`src/design/qfpve_pkg.sv`:
```
// Package: widths, result type and build-time weight functions for the quadratic fit.
`default_nettype none

package qfpve_pkg;

    localparam int SMP_W          = 16;
    localparam int POS_W          = 16;
    localparam int VEL_W          = 24;
    localparam int DIV_LAT        = 3;
    localparam int IN_DATA_W      = 32;
    localparam int OUT_DATA_W     = 80;
    localparam int OUT_USER_W     = 1;
    localparam int WINDOW_DEF     = 8;
    localparam int FRAME_RATE_DEF = 60;

    typedef struct packed {
        logic signed [VEL_W-1:0] fit_vel_y;
        logic signed [VEL_W-1:0] fit_vel_x;
        logic signed [POS_W-1:0] fit_pos_y;
        logic signed [POS_W-1:0] fit_pos_x;
    } result_t;

    function automatic longint qf_tap(int n, int k);
        return 2 * longint'(k) - longint'(n - 1);
    endfunction

    function automatic longint qf_s2(int n);
        longint acc;
        longint v;
        int k;
        acc = 0;
        for (k = 0; k < n; k++)
        begin
            v = qf_tap(n, k);
            acc = acc + v * v;
        end
        return acc;
    endfunction

    function automatic longint qf_s4(int n);
        longint acc;
        longint v;
        int k;
        acc = 0;
        for (k = 0; k < n; k++)
        begin
            v = qf_tap(n, k);
            acc = acc + v * v * v * v;
        end
        return acc;
    endfunction

    function automatic longint qf_det(int n);
        longint s2;
        s2 = qf_s2(n);
        return longint'(n) * qf_s4(n) - s2 * s2;
    endfunction

    function automatic longint qf_den(int n);
        return qf_det(n) * qf_s2(n);
    endfunction

    function automatic longint qf_pos_raw(int n, int k);
        longint s2;
        longint s4;
        longint d;
        longint v;
        longint v0;
        s2 = qf_s2(n);
        s4 = qf_s4(n);
        d  = qf_det(n);
        v  = qf_tap(n, k);
        v0 = longint'(n - 1);
        return s2 * (s4 - s2 * v * v) + s2 * v0 * v0 * (longint'(n) * v * v - s2)
               + d * v0 * v;
    endfunction

    function automatic longint qf_vel_raw(int n, int f, int k);
        longint s2;
        longint d;
        longint v;
        longint v0;
        s2 = qf_s2(n);
        d  = qf_det(n);
        v  = qf_tap(n, k);
        v0 = longint'(n - 1);
        return 2 * longint'(f) * (d * v + 2 * v0 * s2 * (longint'(n) * v * v - s2));
    endfunction

    function automatic longint qf_abs(longint x);
        return (x < 0) ? -x : x;
    endfunction

    function automatic longint qf_gcd(longint a, longint b);
        longint x;
        longint y;
        longint t;
        int sh;
        x  = a;
        y  = b;
        sh = 0;
        if (x == 0)
        begin
            return y;
        end
        if (y == 0)
        begin
            return x;
        end
        while (((x | y) & 64'sd1) == 0)
        begin
            x  = x >> 1;
            y  = y >> 1;
            sh = sh + 1;
        end
        while ((x & 64'sd1) == 0)
        begin
            x = x >> 1;
        end
        while (y != 0)
        begin
            while ((y & 64'sd1) == 0)
            begin
                y = y >> 1;
            end
            if (x > y)
            begin
                t = x;
                x = y;
                y = t;
            end
            y = y - x;
        end
        return x << sh;
    endfunction

    function automatic longint qf_pos_gcd(int n);
        longint g;
        int k;
        g = qf_den(n);
        for (k = 0; k < n; k++)
        begin
            g = qf_gcd(g, qf_abs(qf_pos_raw(n, k)));
        end
        return g;
    endfunction

    function automatic longint qf_vel_gcd(int n, int f);
        longint g;
        int k;
        g = qf_den(n);
        for (k = 0; k < n; k++)
        begin
            g = qf_gcd(g, qf_abs(qf_vel_raw(n, f, k)));
        end
        return g;
    endfunction

    function automatic longint qf_pos_absmax(int n);
        longint m;
        int k;
        m = 1;
        for (k = 0; k < n; k++)
        begin
            if (qf_abs(qf_pos_raw(n, k)) > m)
            begin
                m = qf_abs(qf_pos_raw(n, k));
            end
        end
        return m;
    endfunction

    function automatic longint qf_vel_absmax(int n, int f);
        longint m;
        int k;
        m = 1;
        for (k = 0; k < n; k++)
        begin
            if (qf_abs(qf_vel_raw(n, f, k)) > m)
            begin
                m = qf_abs(qf_vel_raw(n, f, k));
            end
        end
        return m;
    endfunction

    function automatic int qf_bits(longint x);
        longint r;
        int b;
        r = x;
        b = 0;
        while (r > 0)
        begin
            r = r >> 1;
            b = b + 1;
        end
        if (b == 0)
        begin
            b = 1;
        end
        return b;
    endfunction

endpackage

`default_nettype wire

```
`src/design/qfpve_merge.sv`:
```
// Registered adder tree that merges the lane products into one tap sum.
`default_nettype none

module qfpve_merge #(
    parameter int N     = qfpve_pkg::WINDOW_DEF,
    parameter int IN_W  = 24,
    parameter int OUT_W = 27
) (
    input  wire logic                    clk,
    input  wire logic                    en,
    input  wire logic signed [IN_W-1:0]  term [N],
    output logic signed [OUT_W-1:0]      total
);
    localparam int LEVELS = $clog2(N);

    logic signed [OUT_W-1:0] node [LEVELS+1][N];

    for (genvar l = 0; l <= LEVELS; l++)
    begin : g_lvl
        localparam int CNT  = (N + (1 << l) - 1) >> l;
        localparam int PREV = (l == 0) ? N : ((N + (1 << (l - 1)) - 1) >> (l - 1));
        for (genvar i = 0; i < N; i++)
        begin : g_node
            if (l == 0)
            begin : g_leaf
                assign node[l][i] = OUT_W'(term[i]);
            end
            else if (i < CNT)
            begin : g_add
                logic signed [OUT_W-1:0] sum_reg;
                if (2 * i + 1 < PREV)
                begin : g_pair
                    always_ff @(posedge clk)
                    begin
                        if (en)
                        begin
                            sum_reg <= node[l-1][2*i] + node[l-1][2*i+1];
                        end
                    end
                end
                else
                begin : g_single
                    always_ff @(posedge clk)
                    begin
                        if (en)
                        begin
                            sum_reg <= node[l-1][2*i];
                        end
                    end
                end
                assign node[l][i] = sum_reg;
            end
            else
            begin : g_none
                assign node[l][i] = '0;
            end
        end
    end

    assign total = node[LEVELS][0];

endmodule

`default_nettype wire

```
`config.mk`:
```
export PLATFORM = sky130hd
export DESIGN_NAME = qfpve_merge
export DESIGN_NICKNAME = d
export VERILOG_FILES = /design/src/design/qfpve_pkg.sv /design/src/design/qfpve_merge.sv
export SDC_FILE = /design/constraint.sdc
export NUM_CORES = 1
export LEC_CHECK = 0
export BUFFER_PORTS_ARGS = -buffer_cell sky130_fd_sc_hd__buf_2
export CAP_MARGIN = 25
export CORE_ASPECT_RATIO = 1.4
export CORE_MARGIN = 2
export CORE_UTILIZATION = 46
export DETAILED_ROUTE_END_ITERATION = 16
export GPL_TIMING_DRIVEN = 1
export PLACE_DENSITY = 0.67
export SLEW_MARGIN = 20
export SYNTH_ARGS = -nofsm -noshare
export SYNTH_HDL_FRONTEND = slang
export SYNTH_SLANG_ARGS = --single-unit
```
`constraint.sdc`:
```
create_clock -name clk -period 4.7 [get_ports clk]
set_input_delay 0.47 -clock clk [delete_from_list [all_inputs] [get_ports clk]]
set_output_delay 0.47 -clock clk [all_outputs]
set_load 0.005 [all_outputs]
```
======== Word-level counts from Yosys, hierarchy flattened ========
Index checks and enable logic that the tools add are counted.
operators by class
  add/subtract/negate cells ............... 7
operators by type and width
  cell              number
  $add A24 B24 Y25  4
  $add A27 B27 Y27  3
storage, ports and cells
  output and inout bits ................... 27
  register bits ........................... 189
  input port bits ......................... 194

======== Longest topological paths before layout ========
Gate-level depths: netlist of the first run.
  depth in word-level cells ............... 1
  mapped depth ............................ 10
  depth with buffers taken out ............ 10

======== Worst setup path before layout of the first run ========
Ideal clock, no wire load.
  kind .................................... input -> register
  start point ............................. in term[0] in the netlist's numbering
  end point ............................... reg g_lvl[1].g_node[3].g_add.sum_reg[20] (data pin)
  setup time .............................. 0.272 ns
  arrival ................................. 2.563 ns
  stages on the path ...................... 9
  path slack .............................. 1.865 ns
  path through ............................ ha_1 > fa_1 > a21oi_1 > nor2_1 > nor3b_1 > o21ai_1 > a41o_1 > and4b_1 > or4_1
on the way
  longest elaborated chain between the ends .. 1
RTL lines
  element                 RTL line           text
  start: declaration      qfpve_merge.sv:11  input wire logic signed [IN_W-1:0] term [N],
  $add A24 B24 Y25        qfpve_merge.sv:37  sum_reg <= node[l-1][2*i] + node[l-1][2*i+1];
  end signal: assignment  qfpve_merge.sv:37
  end: declaration        qfpve_merge.sv:30  logic signed [OUT_W-1:0] sum_reg;
Every way passes these cells.
A chain may end at the register's enable or synchronous reset.

======== Worst setup path in the final report of the first run ========
  start point ............................. reg g_lvl[2].g_node[0].g_add.sum_reg[0]
  end point ............................... reg g_lvl[3].g_node[0].g_add.sum_reg[26], in the netlist total[26] (data pin)
on the way
  longest elaborated chain between the ends .. 1
RTL lines
  element                   RTL line
  start: declaration        qfpve_merge.sv:30
  start signal: assignment  qfpve_merge.sv:37
  $add A27 B27 Y27          qfpve_merge.sv:37
  end signal: assignment    qfpve_merge.sv:37
  end: declaration          qfpve_merge.sv:30
Every way passes these cells.

==> results of run 1 <==
worst max-delay path, stage by stage (launching register included):
cell,delay [ns]
edfxtp_1,0.34
ha_1,0.21
inv_1,0.07
fa_1,0.39
nand2b_1,0.18
a21oi_1,0.24
o21ai_0,0.19
a2111oi_0,0.67
o21ai_0,0.32
mux2i_1,0.17
a2111oi_0,0.36
through the flow:
step	instance area, um2	total power, mW
after detailed placement	15400	5.96
after global routing	16000	7.86
after global placement	15400	5.92
after CTS	16000	7.35
final	16000	7.30
after floorplan	13900	5.03
cells in the mapped netlist (11+ instances only):
cell	count
a211oi_1	28
a21o_1	81
a21oi_1	150
a31oi_1	13
and3_1	11
clkbuf_1	22
edfxtp_1	181
ha_1	172
inv_1	41
nand2_1	74
nand2b_1	16
nand3_1	40
nand4_1	12
nor2_1	83
nor2b_1	21
nor3_1	20
o211ai_1	13
o21a_1	20
o21ai_0	88
o21bai_1	21
xnor2_1	80
xor2_1	58
layout make-up:
| type | count | area (um2) |
|---|---|---|
| fill | 2673 | 13900 |
| multi-input combinational | 1126 | 8250 |
| sequential | 181 | 5440 |
| timing repair buffer | 222 | 1120 |
| tap | 385 | 482 |
| clock buffer | 19 | 433 |
| inverter | 41 | 154 |
| clock inverter | 13 | 139 |
logic make-up (layout without fill, tap and decap cells):
logic type	after synthesis	after routing	synth area share
buffers and inverters	63	295	0.0170
muxes	6	6	0.00440
xor gates and xnor gates	138	138	0.0868
adders and majority gates	179	179	0.165
DFF	181	181	0.390
and+or+nand+nor	312	312	0.109
AOI/OAI and AO/OA	491	491	0.228
cells in the final DEF, fill, tap and decap left out, drive strengths merged, types with 7 or more instances in the layout:
cell type,netlist,final
a211oi,29,29
xnor2,80,80
nor2b,21,21
o211ai,13,13
buf,0,222
inv,41,48
o21bai,21,21
o31ai,8,8
nand4,12,12
o21ai,93,93
edfxtp,181,181
and3,11,11
xor2,58,58
a21o,82,82
a31oi,13,13
o21a,20,20
nor3,20,20
nand2,74,74
a21oi,152,152
and2,8,8
nand2b,16,16
nand3,40,40
nor2,83,83
clkbuf,22,19
ha,172,172
fa,7,7
final timing paths:
| kind | end | startpoint | cells past startpoint |
|---|---|---|---|
| setup / recovery | total[26]$_DFFE_PP_ | g_lvl[2].g_node[0].g_add.sum_reg[0]$_DFFE_PP_ | 10 |
| setup reg to reg | total[26]$_DFFE_PP_ | g_lvl[2].g_node[0].g_add.sum_reg[0]$_DFFE_PP_ | 10 |
| hold reg to reg | total[0]$_DFFE_PP_ | g_lvl[2].g_node[1].g_add.sum_reg[0]$_DFFE_PP_ | 1 |
| hold / removal | g_lvl[1].g_node[1].g_add.sum_reg[0]$_DFFE_PP_ | term[120] | 2 |
power groups by stage:
stage          Combinational (mW)  Clock, mW  Sequential [mW]
5_1_grt                      3.76       1.46             2.63
2_1_floorplan                2.44          0             2.59
4_1_cts                      3.34       1.40             2.60
3_3_place_gp                 3.29          0             2.62
6_report                     3.34       1.37             2.59
3_5_place_dp                 3.32          0             2.63
layer usage:
metal  GRT usage  up-vias  routed length [um]
met3      0.0300       46                1230
met5           0        -                   0
li1            -     5703                   -
met2       0.384      294               16600
met4      0.0715        0                 890
met1       0.243     5175               13600
==> run metrics, run 1 <==
H-tree depth 4; DIE AREA 0.0317 mm2; endpoints failing hold 0; status completed; CTS sink count 181; clock-pin transition on the worst setup and hold timing paths 0.07 ns; number of distinct library cells after synthesis 66; post-synth top area cell edfxtp_1; Root Buffer clkbuf_16; critical path arrival 3.57 ns; switching share of total power 0.363; synthesized area per cell 10.2 um2; Yosys reg bits 181; ys async rst share 0; synth top area cells edfxtp_1 39%, ha_1 15%, a21oi_1 5.4%, xnor2_1 5.0%, a21o_1 4.4%; Tmin final 3.35 ns; GR Util All Layers 0.208; Max-cap violations 0; Switch Pwr 2.65 mW; Final Non-Filler Cells 1987; placed cells 1955; Post-DRT Antenna Nets 0; Synth-to-Final Area Change 15.0%; Seq/Total Area, Yosys 0.390; number of flops mapped to enable cells by yosys 181; Std-Cell Rows 75; endpoints failing setup 0; PwrDens 456 mW/mm2; WHS 0.333 ns; share of cells above drive strength 1 0.169; Clk Latency, worst-skew pair 0.43 ns; postcts setup bufs 0; vias in the first global route 11100; worst-margin pin slew 0.964 ns; Int Pwr 4.65 mW; Static Leakage 7.01 nW; CP max FO 3; Initial Util 0.465; Gate power share 0.458; Die Width 151 um; synth warn 0; CP Launch Type flip-flop; CTS tree done; total number of vias 11200; routability cong. 0.881; TritonRoute pass-1 iters 5; PortBufs 220; Largest register FFs 154; Finished Core Util 0.535; first-pass GRT wire length 52500 um; HPWL after DPL 26500 um; drt via density 5.65; CTS resizes 0; pin count of the biggest net entering global routing 103; Synth Cell Area 0.0139 mm2; antenna violations before repair 1; Routed WL 32300 um; post-route setup slack 1.35 ns; Syn Nets 1743; Max Clock Skew 0.00993 ns; Setup CP Type flip-flop to flip-flop; cts hold-fix bufs 0; RSZ-0062 raised after global routing no; Die Span Y 210 um; reg2reg setup slack 1.35 ns; Synth Instances 1370; Slew Limit Fails 0; DRC errors left 0; IO Pins 221; Max VDD drop 0.223 mV; CTS max path bufs 2; pre-CTS setup slack 1.27 ns; top-area cell type share of the netlist area 0.390; first-iteration detailed-routing DRC count 555; gr ovfl total 0; routed len/inst 16.3 um; most used flip-flop cell after synthesis edfxtp_1; Max Freq 0.298 GHz; Sequential Power Share 0.355; critical path required time 4.91 ns; Tcrit/Tclk final 0.713; TNS Setup 0 ns; Core Footprint 0.0299 mm2; clock buffer count from CTS 17; CP Capture Type flip-flop; Hold Crit Class input pin to flip-flop; ANT cells 0; Slew headroom 0.358; Clk pwr share 0.188; Total Nets Final 1962
Note: power is estimated with default switching activity, not from simulation.
==> run 2: changes to the inputs <==
ABC_AREA = 1   (was unset)
PLACE_DENSITY = 0.66   (was 0.67)
clock period = 3.4 ns   (was 4.7 ns; I/O delays follow)
==> run metrics, run 2 <==
status completed; Setup CP Type flip-flop to flip-flop; Switch Pwr 4.90 mW; gr ovfl total 0; Max VDD drop 0.431 mV; pin count of the biggest net entering global routing 59; total number of vias 16500; Std-Cell Rows 84; Slew headroom 0.624; HPWL after DPL 42000 um; Routed WL 48500 um; clock buffer count from CTS 17; CTS max path bufs 2; CTS sink count 181; Core Footprint 0.0375 mm2; Hold Path Depth 2; Layout fillers 3825; Synth Cell Area 0.0174 mm2; CP max FO 6; hold_sp term[72]; crit path launch g_lvl[1].g_node[2].g_add.sum_reg[18]$_DFFE_PP_; worst-margin pin slew 0.564 ns; CP Capture Type flip-flop; critical path arrival 2.28 ns; crit path buf inv count 0; top-area cell type share of the netlist area 0.312; Clk Latency, worst-skew pair 0.45 ns; TNS Setup 0 ns; RSZ-0062 raised after global routing no; met3 GRT Util 0.0253; CTS tree done; routability cong. 0.959; number of flops mapped to enable cells by yosys 181; Syn Nets 2951; Initial Util 0.465; drt via density 4.99; Total Nets Final 3193; Die Span Y 234 um; Largest stage delay, worst path 0.47 ns; CP dominant cell by count nand2_1; pre-CTS setup slack 1.18 ns; Die Width 169 um; critical path required time 3.60 ns; Crit-path slowest cell edfxtp_1; global-route track usage on met2 0.473; most used flip-flop cell after synthesis edfxtp_1; DIE AREA 0.0395 mm2; post-route setup slack 1.32 ns; Max-cap violations 0; Gate power share 0.502; TritonRoute pass-1 iters 5; share of cells above drive strength 1 0.107; Hold Crit Class input pin to flip-flop; endpoints failing hold 0; ys async rst share 0; routed len/inst 14.7 um; most frequent cells in the layout 995 x nand2_1, 472 x inv_1, 219 x buf_2, 184 x nor2_1, 181 x edfxtp_1; Int Pwr 6.46 mW; Tcrit/Tclk final 0.612; postcts setup bufs 0; commonest non-fill, non-tap cell in the layout nand2_1; Worst R2R Start g_lvl[1].g_node[2].g_add.sum_reg[18]$_DFFE_PP_; PwrDens 574 mW/mm2; antenna violations before repair 0; R2R depth 7; WP depth 7; IO Pins 221; Max Clock Skew 0.0125 ns; PortBufs 220; first-pass GRT wire length 78600 um; cts hold-fix bufs 0; DRC errors left 0; GRT met1 Usage 0.307; gr busiest metal met2; CP Launch Type flip-flop; synth warn 0; Yosys reg bits 181; Seq/Total Area, Yosys 0.312; vias in the first global route 16000; Synth-to-Final Area Change 13.5%; clock-pin transition on the worst setup and hold timing paths 0.07 ns; H-tree depth 4; Synth Instances 2578; Tot Pwr 11.4 mW; GR Util All Layers 0.253; CTS resizes 0; synthesized area per cell 6.76 um2; Max Freq 0.481 GHz; Clk pwr share 0.183; post-synth top area cell edfxtp_1; Slew Limit Fails 0; crit path cell chain ha_1 > nand2_1 > nor2_1 > and3_1 > nand3_1 > nand4_1 > nand2_1; switching share of total power 0.431; ANT cells 0; CP top delay family simple AND/OR/NAND/NOR gates; Post-DRT Antenna Nets 0; Post-synth top cells 995 x nand2_1, 472 x inv_1, 184 x nor2_1; Static Leakage 10.8 nW; Tmin final 2.08 ns; Largest register FFs 154; first-iteration detailed-routing DRC count 1006; endpoints failing setup 0; cell with the most instances after synthesis nand2_1; Root Buffer clkbuf_16; synth top area cells edfxtp_1 31%, nand2_1 21%, ha_1 12%, inv_1 10%, nand3_1 4.0%; number of distinct library cells after synthesis 29; Sequential Power Share 0.315
## run 2: changes by cell type in the layout (fill, tap and decap cells not counted), moves of 51 or more
cell     change
inv_1      +431
o21ai_0     -62
nor2_1     +101
nand2_1    +921
xnor2_1     -51
a21o_1      -79
nand3_1     +98
## run 2: logic make-up (layout without fill, tap and decap cells)
kind of cell	after synthesis	in the layout	share of synthesized area
AO/OA/AOI/OAI	172	172	0.0517
XOR/XNOR	102	102	0.0512
adder cells (fa/ha/maj)	179	179	0.131
buffers and inverters	473	728	0.102
flip-flops	181	181	0.312
AND/OR/NAND/NOR	1471	1471	0.352
## run 2: routing by layer
layer | wire length (um) | share of wire
met1 | 20900 | 0.43
met2 | 24600 | 0.51
met3 | 1890 | 0.039
met4 | 1080 | 0.022
met5 | 0 | 0
## run 2: worst register-to-register path: cells and delay by family, from the launching register on
| kind | cells | cell delay [ns] |
|---|---|---|
| adder cells (fa/ha/maj) | 1 | 0.46 |
| flip-flops | 1 | 0.47 |
| AND/OR/NAND/NOR | 6 | 0.91 |
## run 2: power groups by stage
stage | Combinational, mW | Clock [mW] | Sequential, mW
floorplan | 4.03 | 0 | 3.53
global placement | 5.62 | 0 | 3.63
detailed placement | 5.69 | 0 | 3.64
CTS | 5.72 | 2.12 | 3.59
global route | 6.52 | 2.19 | 3.63
finish | 5.70 | 2.08 | 3.58
## run 2: area by class of cell
cell class | count | area (um2) | share of cell area
clock buffer | 17 | 425 | 0.0215
clock inverter | 15 | 188 | 0.00948
inverter | 473 | 1780 | 0.0897
multi-input combinational | 1924 | 10200 | 0.516
sequential | 181 | 5440 | 0.275
tap | 473 | 592 | 0.0299
timing repair buffer | 223 | 1150 | 0.0583
## run 2: stage by stage
step,instances,utilization,cell area [um2],hold slack (ns)
floorplan,2578,-,17400,0.452
finish,3306,0.528,19800,0.247
detailed placement,3274,0.511,19200,0.536
global placement,3274,0.511,19200,0.528
CTS,3306,0.528,19800,0.220
global route,3306,0.528,19800,0.242
## run 2: worst paths after layout
kind	end	slack [ns]
max	g_lvl[2].g_node[1].g_add.sum_reg[21]$_DFFE_PP_	1.32
min	g_lvl[1].g_node[2].g_add.sum_reg[0]$_DFFE_PP_	0.25
max reg2reg	g_lvl[2].g_node[1].g_add.sum_reg[21]$_DFFE_PP_	1.32
min reg2reg	total[0]$_DFFE_PP_	0.54
==> run 3: changes to the inputs <==
ABC_AREA = 0   (was 1)
PLACE_DENSITY = 0.67   (was 0.66)
clock period = 2.05 ns   (was 3.4 ns; I/O delays follow)
==> run metrics, run 3 (synthesis gave the netlist of run 1 again) <==
Setup CP Type flip-flop to flip-flop; GR Util All Layers 0.235; Die Width 151 um; status complete, but fails checks; Max-cap violations 0; R2R depth 8; Setup crit end g_lvl[2].g_node[0].g_add.sum_reg[23]$_DFFE_PP_; pin count of the biggest net entering global routing 73; HPWL after DPL 29400 um; PwrDens 1050 mW/mm2; share of cells above drive strength 1 0.416; Initial Util 0.465; CTS tree done; TritonRoute pass-1 iters 5; gr ovfl total 0; critical path arrival 2.75 ns; CTS max path bufs 2; total number of vias 12900; Static Leakage 9.13 nW; CP Launch Type flip-flop; Core Footprint 0.0299 mm2; vias in the first global route 13200; RSZ-0062 raised after global routing yes; DIE AREA 0.0317 mm2; Max VDD drop 0.754 mV; clock-pin transition on the worst setup and hold timing paths 0.07 ns; IO Pins 221; H-tree depth 4; Largest register FFs 154; Tmin final 2.55 ns; Total Nets Final 2334; reg2reg setup slack -0.50 ns; drt via density 5.45; Synth-to-Final Area Change 46.0%; Post-DRT Antenna Nets 0; endpoints failing hold 0; Hold Crit Class input pin to flip-flop; most frequent cells in the layout 345 x buf_4, 210 x buf_2, 181 x edfxtp_1, 142 x ha_1, 125 x a21oi_1; crit path launch g_lvl[1].g_node[0].g_add.sum_reg[1]$_DFFE_PP_; Max Clock Skew 0.0122 ns; antenna violations before repair 2; commonest non-fill, non-tap cell in the layout buf_4; CTS sink count 181; first-iteration detailed-routing DRC count 499; Tcrit/Tclk final 1.24; Root Buffer clkbuf_16; post-route setup slack -0.499 ns; PortBufs 220; TNS Setup -14.37 ns; pre-CTS setup slack -0.646 ns; Std-Cell Rows 75; Layout fillers 2232; Worst R2R Start g_lvl[1].g_node[0].g_add.sum_reg[1]$_DFFE_PP_; failing checks negative setup slack; Max Freq 0.392 GHz; worst-margin pin slew 0.449 ns; first-pass GRT wire length 59700 um; CP Capture Type flip-flop; Clk Latency, worst-skew pair 0.44 ns; CP max FO 2; Slew headroom 0.700; worst reg2reg path endpoint g_lvl[2].g_node[0].g_add.sum_reg[23]$_DFFE_PP_; critical path required time 2.25 ns; endpoints failing setup 55; clock buffer count from CTS 17; DRC errors left 0; Routed WL 38500 um; Slew Limit Fails 0; routability cong. 0.870; Die Span Y 210 um; routed len/inst 16.3 um
-- run 3: cell types whose count changed in the layout (fill, tap and decap cells not counted), sizes merged, moves of 64 or more --
cell and delta:
a21o +80, o21ai +64, buf +371, inv -431, nor2 -124, nand2 -930
nand3 -104
-- run 3: area by class of cell --
| class | count | area [um2] | share of cell area |
|---|---|---|---|
| multi-input combinational | 1126 | 9560 | 0.470 |
| sequential | 181 | 5440 | 0.267 |
| timing repair buffer | 594 | 4110 | 0.202 |
| tap | 385 | 482 | 0.0237 |
| clock buffer | 17 | 425 | 0.0209 |
| clock inverter | 15 | 163 | 0.00800 |
| inverter | 41 | 154 | 0.00757 |
| antenna | 2 | 5.00 | 0.000246 |
-- run 3: what timing repair did --
item,CTS,global route
gates resized for setup,121,106
gates cloned,0,0
setup buffers,26,26
hold endpoints to repair,0,0
hold buffers,0,0
setup endpoints to repair,62,85
pin swaps,100,92
-- run 3: report_power, final --
| part | internal, mW | switching (mW) |
|---|---|---|
| logic | 6.18 | 5.84 |
| registers | 5.61 | 0.420 |
| clock network | 1.73 | 1.50 |
| total | 13.5 | 7.76 |
-- run 3: how the worst min path moves through the flow --
stage	start	end	slack, ns	cells past startpoint
after global routing	term[96]	g_lvl[1].g_node[1].g_add.sum_reg[0]$_DFFE_PP_	0.03	2
after global placement	en	total[21]$_DFFE_PP_	0.49	1
after CTS	en	total[25]$_DFFE_PP_	0.04	1
final	term[96]	g_lvl[1].g_node[1].g_add.sum_reg[0]$_DFFE_PP_	0.04	2
after detailed placement	en	total[25]$_DFFE_PP_	0.49	1
after floorplan	en	g_lvl[1].g_node[0].g_add.sum_reg[0]$_DFFE_PP_	0.32	0
-- run 3: critical path: stages (launching register included) --
cell and delay [ns]:
edfxtp_1 0.44, ha_4 0.28, a211oi_4 0.28, o21ai_2 0.11, a211o_1 0.32, nor2_2 0.13
nor3_1 0.08, or3_4 0.39, o311a_1 0.29
-- run 3: per-stage QoR --
stage               area, um2  hold slack (ns)   util  power [mW]  std cells
global route            20300           0.0301  0.679        22.6       2361
CTS                     19600           0.0388  0.656        20.4       2339
detailed placement      18300            0.494  0.611        16.0       2286
floorplan               14300            0.317      -        11.9       1370
global placement        18300            0.495  0.611        15.7       2286
finish                  20300           0.0437  0.679        21.3       2361
-- run 3: per-layer routing --
layer | GRT usage | vias up | part of all wire
li1 | - | 6417 | -
met1 | 0.261 | 6093 | 0.39
met2 | 0.447 | 279 | 0.55
met3 | 0.0307 | 67 | 0.032
met4 | 0.0867 | 0 | 0.031
met5 | 0 | - | 0
