==> config.mk <==
export PLATFORM = sky130hd
export DESIGN_NAME = qfpve_rdiv
export DESIGN_NICKNAME = d
export VERILOG_FILES = /design/src/design/qfpve_pkg.sv /design/src/design/qfpve_rdiv.sv
export SDC_FILE = /design/constraint.sdc
export NUM_CORES = 1
export LEC_CHECK = 0
export BUFFER_PORTS_ARGS = -buffer_cell sky130_fd_sc_hd__buf_2
export CAP_MARGIN = 20
export CORE_MARGIN = 4
export CORE_UTILIZATION = 57
export DETAILED_ROUTE_END_ITERATION = 10
export GPL_ROUTABILITY_DRIVEN = 0
export GPL_TIMING_DRIVEN = 0
export MAX_ROUTING_LAYER = met4
export PLACE_DENSITY_LB_ADDON = 0.1
export REMOVE_ABC_BUFFERS = 1
export SKIP_LAST_GASP = 1
export SLEW_MARGIN = 20
export SYNTH_ARGS = -nofsm -noshare
export SYNTH_HDL_FRONTEND = slang
export SYNTH_SLANG_ARGS = --single-unit
export TNS_END_PERCENT = 20
==> constraint.sdc <==
create_clock -name clk -period 2.6 [get_ports clk]
set_input_delay 0.26 -clock clk [delete_from_list [all_inputs] [get_ports clk]]
set_output_delay 0.26 -clock clk [all_outputs]
set_load 0.01 [all_outputs]
==> src/design/qfpve_pkg.sv <==
// Package: widths, result type and build-time weight functions for the quadratic fit.
`default_nettype none

package qfpve_pkg;

    localparam int SMP_W          = 16;
    localparam int POS_W          = 16;
    localparam int VEL_W          = 24;
    localparam int DIV_LAT        = 3;
    localparam int IN_DATA_W      = 32;
    localparam int OUT_DATA_W     = 80;
    localparam int OUT_USER_W     = 1;
    localparam int WINDOW_DEF     = 8;
    localparam int FRAME_RATE_DEF = 60;

    typedef struct packed {
        logic signed [VEL_W-1:0] fit_vel_y;
        logic signed [VEL_W-1:0] fit_vel_x;
        logic signed [POS_W-1:0] fit_pos_y;
        logic signed [POS_W-1:0] fit_pos_x;
    } result_t;

    function automatic longint qf_tap(int n, int k);
        return 2 * longint'(k) - longint'(n - 1);
    endfunction

    function automatic longint qf_s2(int n);
        longint acc;
        longint v;
        int k;
        acc = 0;
        for (k = 0; k < n; k++)
        begin
            v = qf_tap(n, k);
            acc = acc + v * v;
        end
        return acc;
    endfunction

    function automatic longint qf_s4(int n);
        longint acc;
        longint v;
        int k;
        acc = 0;
        for (k = 0; k < n; k++)
        begin
            v = qf_tap(n, k);
            acc = acc + v * v * v * v;
        end
        return acc;
    endfunction

    function automatic longint qf_det(int n);
        longint s2;
        s2 = qf_s2(n);
        return longint'(n) * qf_s4(n) - s2 * s2;
    endfunction

    function automatic longint qf_den(int n);
        return qf_det(n) * qf_s2(n);
    endfunction

    function automatic longint qf_pos_raw(int n, int k);
        longint s2;
        longint s4;
        longint d;
        longint v;
        longint v0;
        s2 = qf_s2(n);
        s4 = qf_s4(n);
        d  = qf_det(n);
        v  = qf_tap(n, k);
        v0 = longint'(n - 1);
        return s2 * (s4 - s2 * v * v) + s2 * v0 * v0 * (longint'(n) * v * v - s2)
               + d * v0 * v;
    endfunction

    function automatic longint qf_vel_raw(int n, int f, int k);
        longint s2;
        longint d;
        longint v;
        longint v0;
        s2 = qf_s2(n);
        d  = qf_det(n);
        v  = qf_tap(n, k);
        v0 = longint'(n - 1);
        return 2 * longint'(f) * (d * v + 2 * v0 * s2 * (longint'(n) * v * v - s2));
    endfunction

    function automatic longint qf_abs(longint x);
        return (x < 0) ? -x : x;
    endfunction

    function automatic longint qf_gcd(longint a, longint b);
        longint x;
        longint y;
        longint t;
        int sh;
        x  = a;
        y  = b;
        sh = 0;
        if (x == 0)
        begin
            return y;
        end
        if (y == 0)
        begin
            return x;
        end
        while (((x | y) & 64'sd1) == 0)
        begin
            x  = x >> 1;
            y  = y >> 1;
            sh = sh + 1;
        end
        while ((x & 64'sd1) == 0)
        begin
            x = x >> 1;
        end
        while (y != 0)
        begin
            while ((y & 64'sd1) == 0)
            begin
                y = y >> 1;
            end
            if (x > y)
            begin
                t = x;
                x = y;
                y = t;
            end
            y = y - x;
        end
        return x << sh;
    endfunction

    function automatic longint qf_pos_gcd(int n);
        longint g;
        int k;
        g = qf_den(n);
        for (k = 0; k < n; k++)
        begin
            g = qf_gcd(g, qf_abs(qf_pos_raw(n, k)));
        end
        return g;
    endfunction

    function automatic longint qf_vel_gcd(int n, int f);
        longint g;
        int k;
        g = qf_den(n);
        for (k = 0; k < n; k++)
        begin
            g = qf_gcd(g, qf_abs(qf_vel_raw(n, f, k)));
        end
        return g;
    endfunction

    function automatic longint qf_pos_absmax(int n);
        longint m;
        int k;
        m = 1;
        for (k = 0; k < n; k++)
        begin
            if (qf_abs(qf_pos_raw(n, k)) > m)
            begin
                m = qf_abs(qf_pos_raw(n, k));
            end
        end
        return m;
    endfunction

    function automatic longint qf_vel_absmax(int n, int f);
        longint m;
        int k;
        m = 1;
        for (k = 0; k < n; k++)
        begin
            if (qf_abs(qf_vel_raw(n, f, k)) > m)
            begin
                m = qf_abs(qf_vel_raw(n, f, k));
            end
        end
        return m;
    endfunction

    function automatic int qf_bits(longint x);
        longint r;
        int b;
        r = x;
        b = 0;
        while (r > 0)
        begin
            r = r >> 1;
            b = b + 1;
        end
        if (b == 0)
        begin
            b = 1;
        end
        return b;
    endfunction

endpackage

`default_nettype wire

==> src/design/qfpve_rdiv.sv <==
// Three-stage division by a constant through a reciprocal multiply: round half away, saturate.
`default_nettype none

module qfpve_rdiv #(
    parameter int     NUM_W   = 27,
    parameter int     OUT_W   = 16,
    parameter longint DIVISOR = 1
) (
    input  wire logic                     clk,
    input  wire logic                     en,
    input  wire logic signed [NUM_W-1:0]  num,
    output logic signed [OUT_W-1:0]       res
);
    import qfpve_pkg::*;

    localparam longint D2    = 2 * DIVISOR;
    localparam int     D2_W  = qf_bits(D2);
    localparam int     X_W   = qf_bits((longint'(1) << NUM_W) + DIVISOR);
    localparam int     SH    = X_W + D2_W;
    localparam longint RECIP = ((longint'(1) << SH) + D2 - 1) / D2;
    localparam int     M_W   = qf_bits(RECIP);
    localparam int     P_W   = X_W + M_W;
    localparam int     Q_W   = P_W - SH;
    localparam int     C_W   = (Q_W > OUT_W) ? Q_W : (OUT_W + 1);
    localparam logic [X_W-1:0] DIV_V   = X_W'(DIVISOR);
    localparam logic [M_W-1:0] RECIP_V = M_W'(RECIP);
    localparam logic [C_W-1:0] HI_C    = C_W'((longint'(1) << (OUT_W - 1)) - 1);
    localparam logic [C_W-1:0] LO_C    = HI_C + C_W'(1);

    logic [NUM_W-1:0] mag;
    logic [X_W-1:0]   x_next;
    logic [X_W-1:0]   x_reg;
    logic             sgn_x_reg;
    logic [P_W-1:0]   prod_reg;
    logic             sgn_p_reg;
    logic [C_W-1:0]   quo;
    logic [OUT_W-1:0] sat_next;
    logic [OUT_W-1:0] res_reg;

    assign mag    = num[NUM_W-1] ? NUM_W'(-num) : NUM_W'(num);
    assign x_next = (X_W'(mag) << 1) + DIV_V;

    always_ff @(posedge clk)
    begin
        if (en)
        begin
            x_reg     <= x_next;
            sgn_x_reg <= num[NUM_W-1];
            prod_reg  <= P_W'(x_reg) * P_W'(RECIP_V);
            sgn_p_reg <= sgn_x_reg;
            res_reg   <= sat_next;
        end
    end

    assign quo = C_W'(prod_reg[P_W-1:SH]);

    always_comb
    begin
        if (!sgn_p_reg)
        begin
            if (quo > HI_C)
            begin
                sat_next = {1'b0, {(OUT_W-1){1'b1}}};
            end
            else
            begin
                sat_next = quo[OUT_W-1:0];
            end
        end
        else
        begin
            if (quo > LO_C)
            begin
                sat_next = {1'b1, {(OUT_W-1){1'b0}}};
            end
            else
            begin
                sat_next = OUT_W'(0) - quo[OUT_W-1:0];
            end
        end
    end

    assign res = res_reg;

endmodule

`default_nettype wire

After elaboration in Yosys (flattened, before gate mapping)
Cells that the tools add are included.
- $lt $le $gt $ge: 2
- muxes and demuxes: 4
- add/subtract/negate cells: 3
- operators with widths (operator ; count):
    two-way mux 16 bit ; 3
    adder 28 x 1 -> 28 bit (second input constant) ; 1
    > comparator 27 x 15 -> 1 bit (second input constant) ; 1
    > comparator 27 x 16 -> 1 bit (second input constant) ; 1
    two-way mux 27 bit ; 1
    negator 27 bit ; 1
    subtractor 1 x 16 -> 16 bit (first input constant) ; 1
- register bits: 74
- output and inout bits: 16
- input bits: 29
- logic and storage cells: 14

Depth between registers and ports, before layout
Gate-level depths: netlist (run 1).
- word-level depth: 3
- mapped depth: 7
- depth with buffers taken out: 7

Worst setup path after synthesis (run 1)
Ideal clock, no wire load.
- path type: register to register
- start point: register prod_reg[31]
- end point: register res_reg[11] (netlist: res[11]) (data pin)
- library setup time: 255 ps
- slack: 279 ps
- buffers on the path: 0
- clock period less this slack: 2321 ps
- arrival time: 2067 ps
- data required time: 2345 ps
- cell stages (with the launch flop): 6
- path through: edfxtp_1 or4_4 or4_4 or4_1 a21oi_1 nor2_1
- longest elaborated chain between the ends: 3
- elaborated cells on any way between the ends: 6
- those cells by class: add/sub: 1; order compare: 2; mux: 3
- ends and longest elaborated chain (element ; line ; RTL):
    start: declaration ; qfpve_rdiv.sv:34 ; logic [P_W-1:0] prod_reg;
    start signal: assignment ; qfpve_rdiv.sv:49 ; prod_reg <= P_W'(x_reg) * P_W'(RECIP_V);
    > comparator 27 x 15 -> 1 bit, or another cell as far along ; qfpve_rdiv.sv:61 ; if (quo > HI_C)
    two-way mux 16 bit (on tied branches) ; qfpve_rdiv.sv:61, qfpve_rdiv.sv:72 ;
    two-way mux 16 bit (*) ; qfpve_rdiv.sv:59 ; if (!sgn_p_reg)
    via sat_next[11] ; qfpve_rdiv.sv:37 ; logic [OUT_W-1:0] sat_next;
    end signal: assignment ; qfpve_rdiv.sv:51 ; res_reg <= sat_next;
    end: declaration ; qfpve_rdiv.sv:38 ; logic [OUT_W-1:0] res_reg;
The timed path passes the listed nets; every way through them passes the cells marked *.
A chain may end at the register's enable or synchronous reset.

Final worst setup path (run 1)
Same ends and word-level chain as after synthesis.

==> metrics.txt, run 1 <==
WL/cell 13.94 um; Comb power frac 7.7%; clock buffer depth 2; final setup fails 0; Worst slew margin 45.34%; Clock transition at path regs 0.07 ns; Syn Inst Count 259; Tot Pwr 2580 uW; Max Fclk 398.6 MHz; vias 2170; pwr/cell area 675.0 nW/um2; required time worst endpoint 2.69 ns; placed cell count 367; Worst Tran Pin Value 0.8199 ns; crit share post-route 96.49%; Met3 Routed Length 357 um; Yosys top cell by area edfxtp_1; simple-gate share of the synthesized area 15.55%; vias per cell 5.681; Fin. Hold Viols 0; synth warn 0; Post-CTS Setup Inserts 0; Yosys top cell area share 65.06%; initial antenna violation count 0; net load switching power 561.1 uW; Synth Area in Compound Gates 9.413%; Clock power frac 35.6%; top cells by area, synth edfxtp_1 65%, xnor2_1 5.3%, nand2_1 2.8%; DP HPWL 3641 um; drt initial violations 118; post-synthesis mux area share 0%; Detailed Route WL 5326 um; Final Non-Filler Cells 382; pin count of the biggest net entering global routing 73; Post-synth EDFFs 72; total gr overflow 0; worst skew pair latency 0.34 ns; Fill cells 420; CP max FO 6; layout cells sized above 1 21.94%; first-pass GRT wire length 8894 um; Post-synth top flop edfxtp_1; clock skew 0.009698 ns; CTS buffer count 9; vias in the first global route 1958; # nets final 338; Pleak 0.001296 uW; clock root buffer clkbuf_8; WL met1 2413 um; CTS sink cnt 72; WHS 0.1420 ns; Buffers on Ports 44; Adder-Cell Fraction of Synth Area 1.130%; Switching Share 21.75%; HP Class primary input to register; die area 7116 um2; Final Critical Period 2.509 ns; I/O pin count 45; post-synth cell types 38; Placeable Area 5574 um2; Synth Area in XOR/XNOR 6.589%; Worst Path Arrival 2.60 ns; Starting Density 59.62%; r2r setup slk 0.09 ns; sequential fraction of design power 56.6%; RSZ-0062 raised after global routing true; met2 WL 2480 um; Final ANT Viol Nets 0; diodes inserted 0; Pint 2019 uW; final core occ 68.57%; GRT Total Usage 16.54%; Area growth syn-to-layout 15.02%; Pins Over Slew Limit 0; post-synthesis sequential area ratio 65.06%; TritonCTS clock tree yes; Die Y-Extent 84.36 um; Setup crit start kind register; crit path capture type register; Post-route DRC 0; total of max-cap violations 0; Resized cells post-CTS 2; Peak VDD IR 0.3283 mV; largest family of logic cells by synthesized area simple AND/OR/NAND/NOR gates; Die W 84.36 um; FF+latch count, synth 72; Top Layer Used met4; synthesized area 3323 um2; syn_area_per_cell 12.83 um2; Rows 27; H-tree depth 3; critical setup path kind register to register; status completed; cts hold-fix bufs 0; Place WS -0.2804 ns; fin worst setup slack 0.09126 ns; Post-synth ARST share 0%; Pre-antenna DRT Iters 4
## cells in the final DEF (no fill, tap or decap), types with 7 or more instances in the layout
cell,count
a21oi_1,14
buf_2,43
clkbuf_8,9
edfxtp_1,72
nand2_1,25
nand3_1,7
nand4_1,9
nor2_1,17
nor3_1,7
nor4_1,8
o21ai_0,12
o31ai_1,8
xnor2_1,20
## per-layer routing
metal  track usage (%)  vias up
met5                 -        -
met4             9.928        0
met3             3.827        6
met2             24.46       77
met1             20.78      979
li1                  -     1108
## critical path: stages (launching register included)
cell	delay, ns
edfxtp_1	0.49
or4_4	0.59
or4_4	0.52
or4_1	0.42
a21oi_1	0.18
nor2_1	0.06
## stage by stage
step	setup TNS [ns]	area, um2
floorplan	0	3271
global placement	-1.261	3581
detailed placement	-1.486	3583
CTS	0	3802
global route	-0.08990	3822
finish	0	3822
## final timing paths
kind / from / endpoint / depth (start not counted)
max: prod_reg[31]$_DFFE_PP_ / res[11]$_DFFE_PP_ / 5
min: num[0] / x_reg[1]$_DFFE_PP_ / 1
max reg2reg: prod_reg[31]$_DFFE_PP_ / res[11]$_DFFE_PP_ / 5
min reg2reg: x_reg[9]$_DFFE_PP_ / prod_reg[38]$_DFFE_PP_ / 0
## cell families after synthesis
kind of cell,after synthesis
DFF,72
AOI/OAI and AO/OA,49
adders and majority gates,3
and+or+nand+nor,96
buffers and inverters,14
xor gates and xnor gates,25
## power by group through the flow
stage | Clock, uW | Combinational [uW] | Sequential (uW)
floorplan | 0 | 95.2 | 1480
detailed placement | 0 | 199 | 1480
CTS | 936 | 200 | 1460
global route | 994 | 225 | 1470
global placement | 0 | 193 | 1480
finish | 919 | 199 | 1460
## synthesized netlist by cell type (all sizes together), types with 3 or more instances
master,n
edfxtp,72
nand2,25
xnor2,20
nor2,17
a21oi,15
o21ai,12
nand4,9
nor4,9
o31ai,8
nand3,7
nor3,7
or3,7
clkbuf,6
inv,6
or4,5
xor2,5
a211oi,3
a311oi,3
ha,3
o41ai,3
## layout make-up
type	count	area (um2)	area share, %
flip-flops and latches	72	2162	56.56
multi-input cells	173	1116	29.20
repair buffers	44	222.7	5.827
clock buffers	9	123.9	3.241
well taps	72	90.09	2.357
clock inverters	6	85.08	2.226
inverters	6	22.52	0.5892
No activity file was read; power rests on OpenSTA's default activity.
==> inputs of run 2 (changes only) <==
--- a/config.mk
+++ b/config.mk
@@ -8,4 +8,5 @@
 export BUFFER_PORTS_ARGS = -buffer_cell sky130_fd_sc_hd__buf_2
 export CAP_MARGIN = 20
+export CORE_ASPECT_RATIO = 1.25
 export CORE_MARGIN = 4
 export CORE_UTILIZATION = 57
==> constraint.sdc (replaced) <==
create_clock -name clk -period 2.6 [get_ports clk]
set_input_delay 0.52 -clock clk [delete_from_list [all_inputs] [get_ports clk]]
set_output_delay 0.52 -clock clk [all_outputs]
set_load 0.01 [all_outputs]
==> run 2 against run 1 <==
Compared with the run above: clock skew is 0.0019 ns lower; sequential share of layout area is 0.71 points higher; critical path depth stayed put; critical endpoint unchanged; largest power group unchanged; first-iteration DRC count is 140% higher; register-to-register slack better by 0.03 ns.
==> metrics.txt, run 2 (synthesis results as in run 1) <==
WHS 0.4066 ns (+0.2646 ns); total of max-cap violations 0 (unchanged); Post-route DRC 0 (unchanged); Final Non-Filler Cells 375 (-1.8%); clock root buffer clkbuf_8; most common cell after layout, fill and taps aside edfxtp_1; Pleak 0.001273 uW (-1.8%); RSZ-0062 raised after global routing true; Starting Density 59.82% (+0.20 points); vias per cell 5.789 (+1.9%); status completed; required time worst endpoint 2.70 ns (about the same); final setup fails 0 (unchanged); crit path capture type register; Final ANT Viol Nets 0 (unchanged); Rows 30 (+11%); Fill cells 407 (-3.1%); # nets final 338 (unchanged); Post-Place Cell Area 3573 um2 (-0.28%); Pre-antenna DRT Iters 4 (unchanged); Setup crit start kind register; TritonCTS clock tree yes; Area growth syn-to-layout 13.59%; I/O pin count 45 (unchanged); Die W 76.30 um (-9.6%); Buffers on Ports 44 (unchanged); hold path start num[0]; CP max FO 6 (unchanged); H-tree depth 3 (unchanged); Worst Tran Pin Value 0.8370 ns (+0.01709 ns); diodes inserted 0 (unchanged); vias in the first global route 2053 (+4.9%); cell mode on critical path or4_4; drt initial violations 282 (+140%); Clock transition at path regs 0.07 ns (about the same); Detailed Route WL 5290 um (-0.68%); delay-heaviest family, CP simple AND/OR/NAND/NOR gates; Die Y-Extent 93.37 um (+11%); placed cell count 359 (-2.2%); CP max stage delay 0.60 ns (about the same); GRT Total Usage 16.93% (+0.39 points); CTS sink cnt 72 (unchanged); worst skew pair latency 0.34 ns (about the same); vias 2171 (+0.046%); clock buffer depth 2 (unchanged); Pins Over Slew Limit 0 (unchanged); CTS buffer count 9 (unchanged); pwr/cell area 631.2 nW/um2 (-6.5%); Placeable Area 5555 um2 (-0.34%); cts hold-fix bufs 0 (unchanged); pin count of the biggest net entering global routing 73 (unchanged); Critical-path top delay cell or4_4; crit-path cells or4_4 -> or4_4 -> or4_1 -> a21oi_1 -> nor2_1; DP HPWL 3633 um (-0.24%); Worst Path Arrival 2.58 ns (-0.02 ns); Final Critical Period 2.479 ns (-0.02981 ns); WP buf/inv 0 (unchanged); critical setup path kind register to register; Peak VDD IR 0.3180 mV (-3.2%); Worst slew margin 44.20% (-1.1 points); Register Area 2162 um2 (unchanged); layout cells sized above 1 22.19% (+0.25 points); clock skew 0.007768 ns (-0.001930 ns); multi-input combinational cell area 1122 um2 (+0.56%); HP Class primary input to register; Max Fclk 403.4 MHz (+1.2%); Fin. Hold Viols 0 (unchanged); most frequent cells in the layout 72 x edfxtp_1, 43 x buf_2, 25 x nand2_1; r2r startpoint prod_reg[31]$_DFFE_PP_; WL/cell 14.11 um (+1.2%); die area 7124 um2 (+0.11%); total gr overflow 0 (unchanged); first-pass GRT wire length 9142 um (+2.8%); crit share post-route 95.34% (-1.1 points); Post-Layout Inst Area 3775 um2 (-1.2%); initial antenna violation count 0 (unchanged); Critical path origin prod_reg[31]$_DFFE_PP_
run 2: cell count changes in the layout (fill, tap and decap cells not counted):
cell / previous run / this run
bufinv_16: 2 / 0
clkbuf_1: 0 / 2
clkinv_1: 1 / 0
clkinv_2: 1 / 2
clkinvlp_4: 1 / 2
nor4_1: 8 / 7
nor4_2: 1 / 2
run 2: cell type report:
type / instances / area share, %
clock buffers: 11 / 3.480
clock inverters: 5 / 0.8949
inverters: 6 / 0.5966
multi-input cells: 173 / 29.73
flip-flops and latches: 72 / 57.28
well taps: 64 / 2.121
repair buffers: 44 / 5.900
run 2: final timing paths:
check / end / slack, ns / cells after the start
worst max-delay path: res[11]$_DFFE_PP_ / 0.12 / 5
worst min-delay path: x_reg[1]$_DFFE_PP_ / 0.41 / 1
worst max register to register: res[11]$_DFFE_PP_ / 0.12 / 5
worst min register to register: prod_reg[36]$_DFFE_PP_ / 0.41 / 0
run 2: per-stage QoR:
| step | util [%] | power, uW | TNS (ns) | worst slack [ns] |
|---|---|---|---|---|
| after floorplan | - | 1574 | 0 | 0.2780 |
| after global placement | 64.28 | 1672 | -1.768 | -0.2645 |
| after detailed placement | 64.32 | 1681 | -1.874 | -0.2729 |
| after CTS | 67.48 | 2405 | 0 | 0.09047 |
| after global routing | 67.95 | 2488 | -0.02607 | -0.02607 |
| final | 67.95 | 2383 | 0 | 0.1211 |
run 2: metal layers:
metal | vias to the layer above | track usage, % | wire [um]
li1 | 1097 | - | -
met1 | 976 | 19.51 | 2242
met2 | 87 | 26.61 | 2576
met3 | 11 | 4.143 | 347
met4 | 0 | 11.03 | 124
met5 | - | - | 0
run 2: report_power, final:
| part | switching, uW | total (uW) | leakage (uW) | internal [uW] |
|---|---|---|---|---|
| Combinational | 114 | 198 | 0.000489 | 83.8 |
| Clock | 377 | 721 | 0.0000793 | 344 |
| Sequential | 58.7 | 1460 | 0.000705 | 1400 |
| Total | 550 | 2380 | 0.00127 | 1830 |
run 2: what timing repair did:
| action | 4_1_cts | 5_1_grt |
|---|---|---|
| resized for setup | 2 | 4 |
| setup endpoints to repair | 12 | 9 |
| pin swaps | 0 | 0 |
| buffers inserted | 0 | 0 |
==> inputs of run 3 (changes only) <==
HOLD_SLACK_MARGIN = 0.03   (was not set)
RECOVER_POWER = 50   (was not set)
==> run 3 against run 2 <==
Compared with the run above: the run now ends with max-capacitance violations, max-slew violations left; maximum frequency hardly changed; die area stayed put; critical path depth stayed put; setup slack hardly changed; via count hardly changed; clock skew is 0.0014 ns lower; global-route usage stayed put; sequential power hardly changed; wire length hardly changed; utilization is 0.090 points lower; clock power hardly changed.
==> metrics.txt, run 3 (synthesis results as in run 1) <==
Post-route DRC 0 (unchanged); Starting Density 59.82% (unchanged); Final ANT Viol Nets 0 (unchanged); clock buffer depth 2 (unchanged); crit share post-route 95.35% (about the same); I/O pin count 45 (unchanged); CP max stage delay 0.60 ns (about the same); pwr/cell area 632.0 nW/um2 (+0.12%); Pre-antenna DRT Iters 4 (unchanged); Worst Tran Pin Value 1.631 ns (+0.7937 ns); status complete, but fails checks; clock root buffer clkbuf_8; first-pass GRT wire length 9142 um (unchanged); H-tree depth 3 (unchanged); Worst slew margin -8.714% (-53 points); Detailed Route WL 5295 um (about the same); Pleak 0.001267 uW (-0.48%); Fin. Hold Viols 0 (unchanged); Worst Reg-to-Reg Cells 5 (unchanged); Max Fclk 403.4 MHz (about the same); vias in the first global route 2053 (unchanged); Setup crit start kind register; final setup fails 0 (unchanged); die area 7124 um2 (unchanged); most frequent cells in the layout 72 x edfxtp_1, 41 x buf_2, 25 x nand2_1; cell mode on critical path or4_4; fin worst setup slack 0.1209 ns (-0.0001270 ns); Post-Place Cell Area 3573 um2 (unchanged); DP HPWL 3633 um (unchanged); # nets final 338 (unchanged); CP max FO 6 (unchanged); clock skew 0.006400 ns (-0.001368 ns); HP Class register to register; CTS sink cnt 72 (unchanged); total gr overflow 0 (unchanged); Final Critical Period 2.479 ns (+0.0001270 ns); total of max-cap violations 1 (+1); critical setup path kind register to register; vias 2170 (-0.046%); required time worst endpoint 2.70 ns (about the same); initial antenna violation count 0 (unchanged); vias per cell 5.787 (about the same); drt initial violations 273 (-3.2%); Die W 76.30 um (unchanged); WL/cell 14.12 um (about the same); Peak VDD IR 0.3175 mV (-0.15%); Placeable Area 5555 um2 (unchanged); TritonCTS clock tree yes; Critical-path top delay cell or4_4; worst skew pair latency 0.34 ns (about the same); Place WS -0.2729 ns (unchanged); hold depth 0 (-1); Pins Over Slew Limit 73 (+73); Tot Pwr 2383 uW (about the same); failing checks max-capacitance violations, max-slew violations; GRT Total Usage 16.93% (unchanged); pin count of the biggest net entering global routing 73 (unchanged); Worst Path Arrival 2.58 ns (about the same); Rows 30 (unchanged); crit-path cells or4_4 -> or4_4 -> or4_1 -> a21oi_1 -> nor2_1; Post-Layout Inst Area 3770 um2 (-0.13%); RSZ-0062 raised after global routing true; Buffers on Ports 44 (unchanged); Clock transition at path regs 0.07 ns (about the same); cts hold-fix bufs 0 (unchanged); crit path capture type register; Die Y-Extent 93.37 um (unchanged); most common cell after layout, fill and taps aside edfxtp_1; layout cells sized above 1 21.54% (-0.64 points); diodes inserted 0 (unchanged); CTS buffer count 9 (unchanged); Area growth syn-to-layout 13.44%
==> run 3: changes by cell type in the layout (fill, tap and decap cells not counted), sizes merged <==
cell	previous run	this run
buf	44	41
clkbuf	11	14
==> run 3: final timing paths <==
kind,from,to,slack [ns]
worst max register to register,prod_reg[31]$_DFFE_PP_,res[11]$_DFFE_PP_,0.12
worst min-delay path,x_reg[7]$_DFFE_PP_,prod_reg[36]$_DFFE_PP_,0.41
worst max-delay path,prod_reg[31]$_DFFE_PP_,res[11]$_DFFE_PP_,0.12
worst min register to register,x_reg[7]$_DFFE_PP_,prod_reg[36]$_DFFE_PP_,0.41
==> run 3: report_power, final <==
group | internal (uW) | switching (uW) | total (uW)
Combinational | 83.3 | 114 | 197
Sequential | 1410 | 58.8 | 1470
Clock | 344 | 376 | 720
==> run 3: cell type report <==
type	instances	area, um2
tap	64	80.08
fill	410	1785
clock buffer	11	131.4
inverter	6	22.52
timing repair buffer	44	217.7
multi-input combinational	173	1122
sequential	72	2162
clock inverter	5	33.78
==> run 3: routing by layer <==
metal,vias to the layer above,part of all wire [%],GRT usage [%],wire [um]
li1,1098,-,-,-
met1,980,43,19.51,2270
met2,82,48,26.61,2543
met3,10,6.7,4.143,357
met4,0,2.3,11.03,124
met5,-,0,-,0
==> run 3: stage by stage <==
| step | instances | hold WS [ns] | setup TNS [ns] | utilization, % |
|---|---|---|---|---|
| finish | 375 | 0.4131 | 0 | 67.86 |
| global route | 375 | 0.4246 | -0.02607 | 67.86 |
| global placement | 359 | 0.4012 | -1.768 | 64.28 |
| detailed placement | 359 | 0.4045 | -1.874 | 64.32 |
| CTS | 375 | 0.3882 | 0 | 67.48 |
| floorplan | 251 | 0.4003 | 0 | - |
==> run 3: what timing repair did <==
action                                  4_1_cts  5_1_grt
cloned                                        0        0
setup buffers                                 0        0
resized for setup                             2        4
endpoints found under the setup margin       12        9
==> run 3: worst max-delay path: cells and delay by family, from the launching register on <==
| kind | cells | cell delay [ns] |
|---|---|---|
| flops | 1 | 0.49 |
| simple gates | 4 | 1.58 |
| compound gates | 1 | 0.17 |
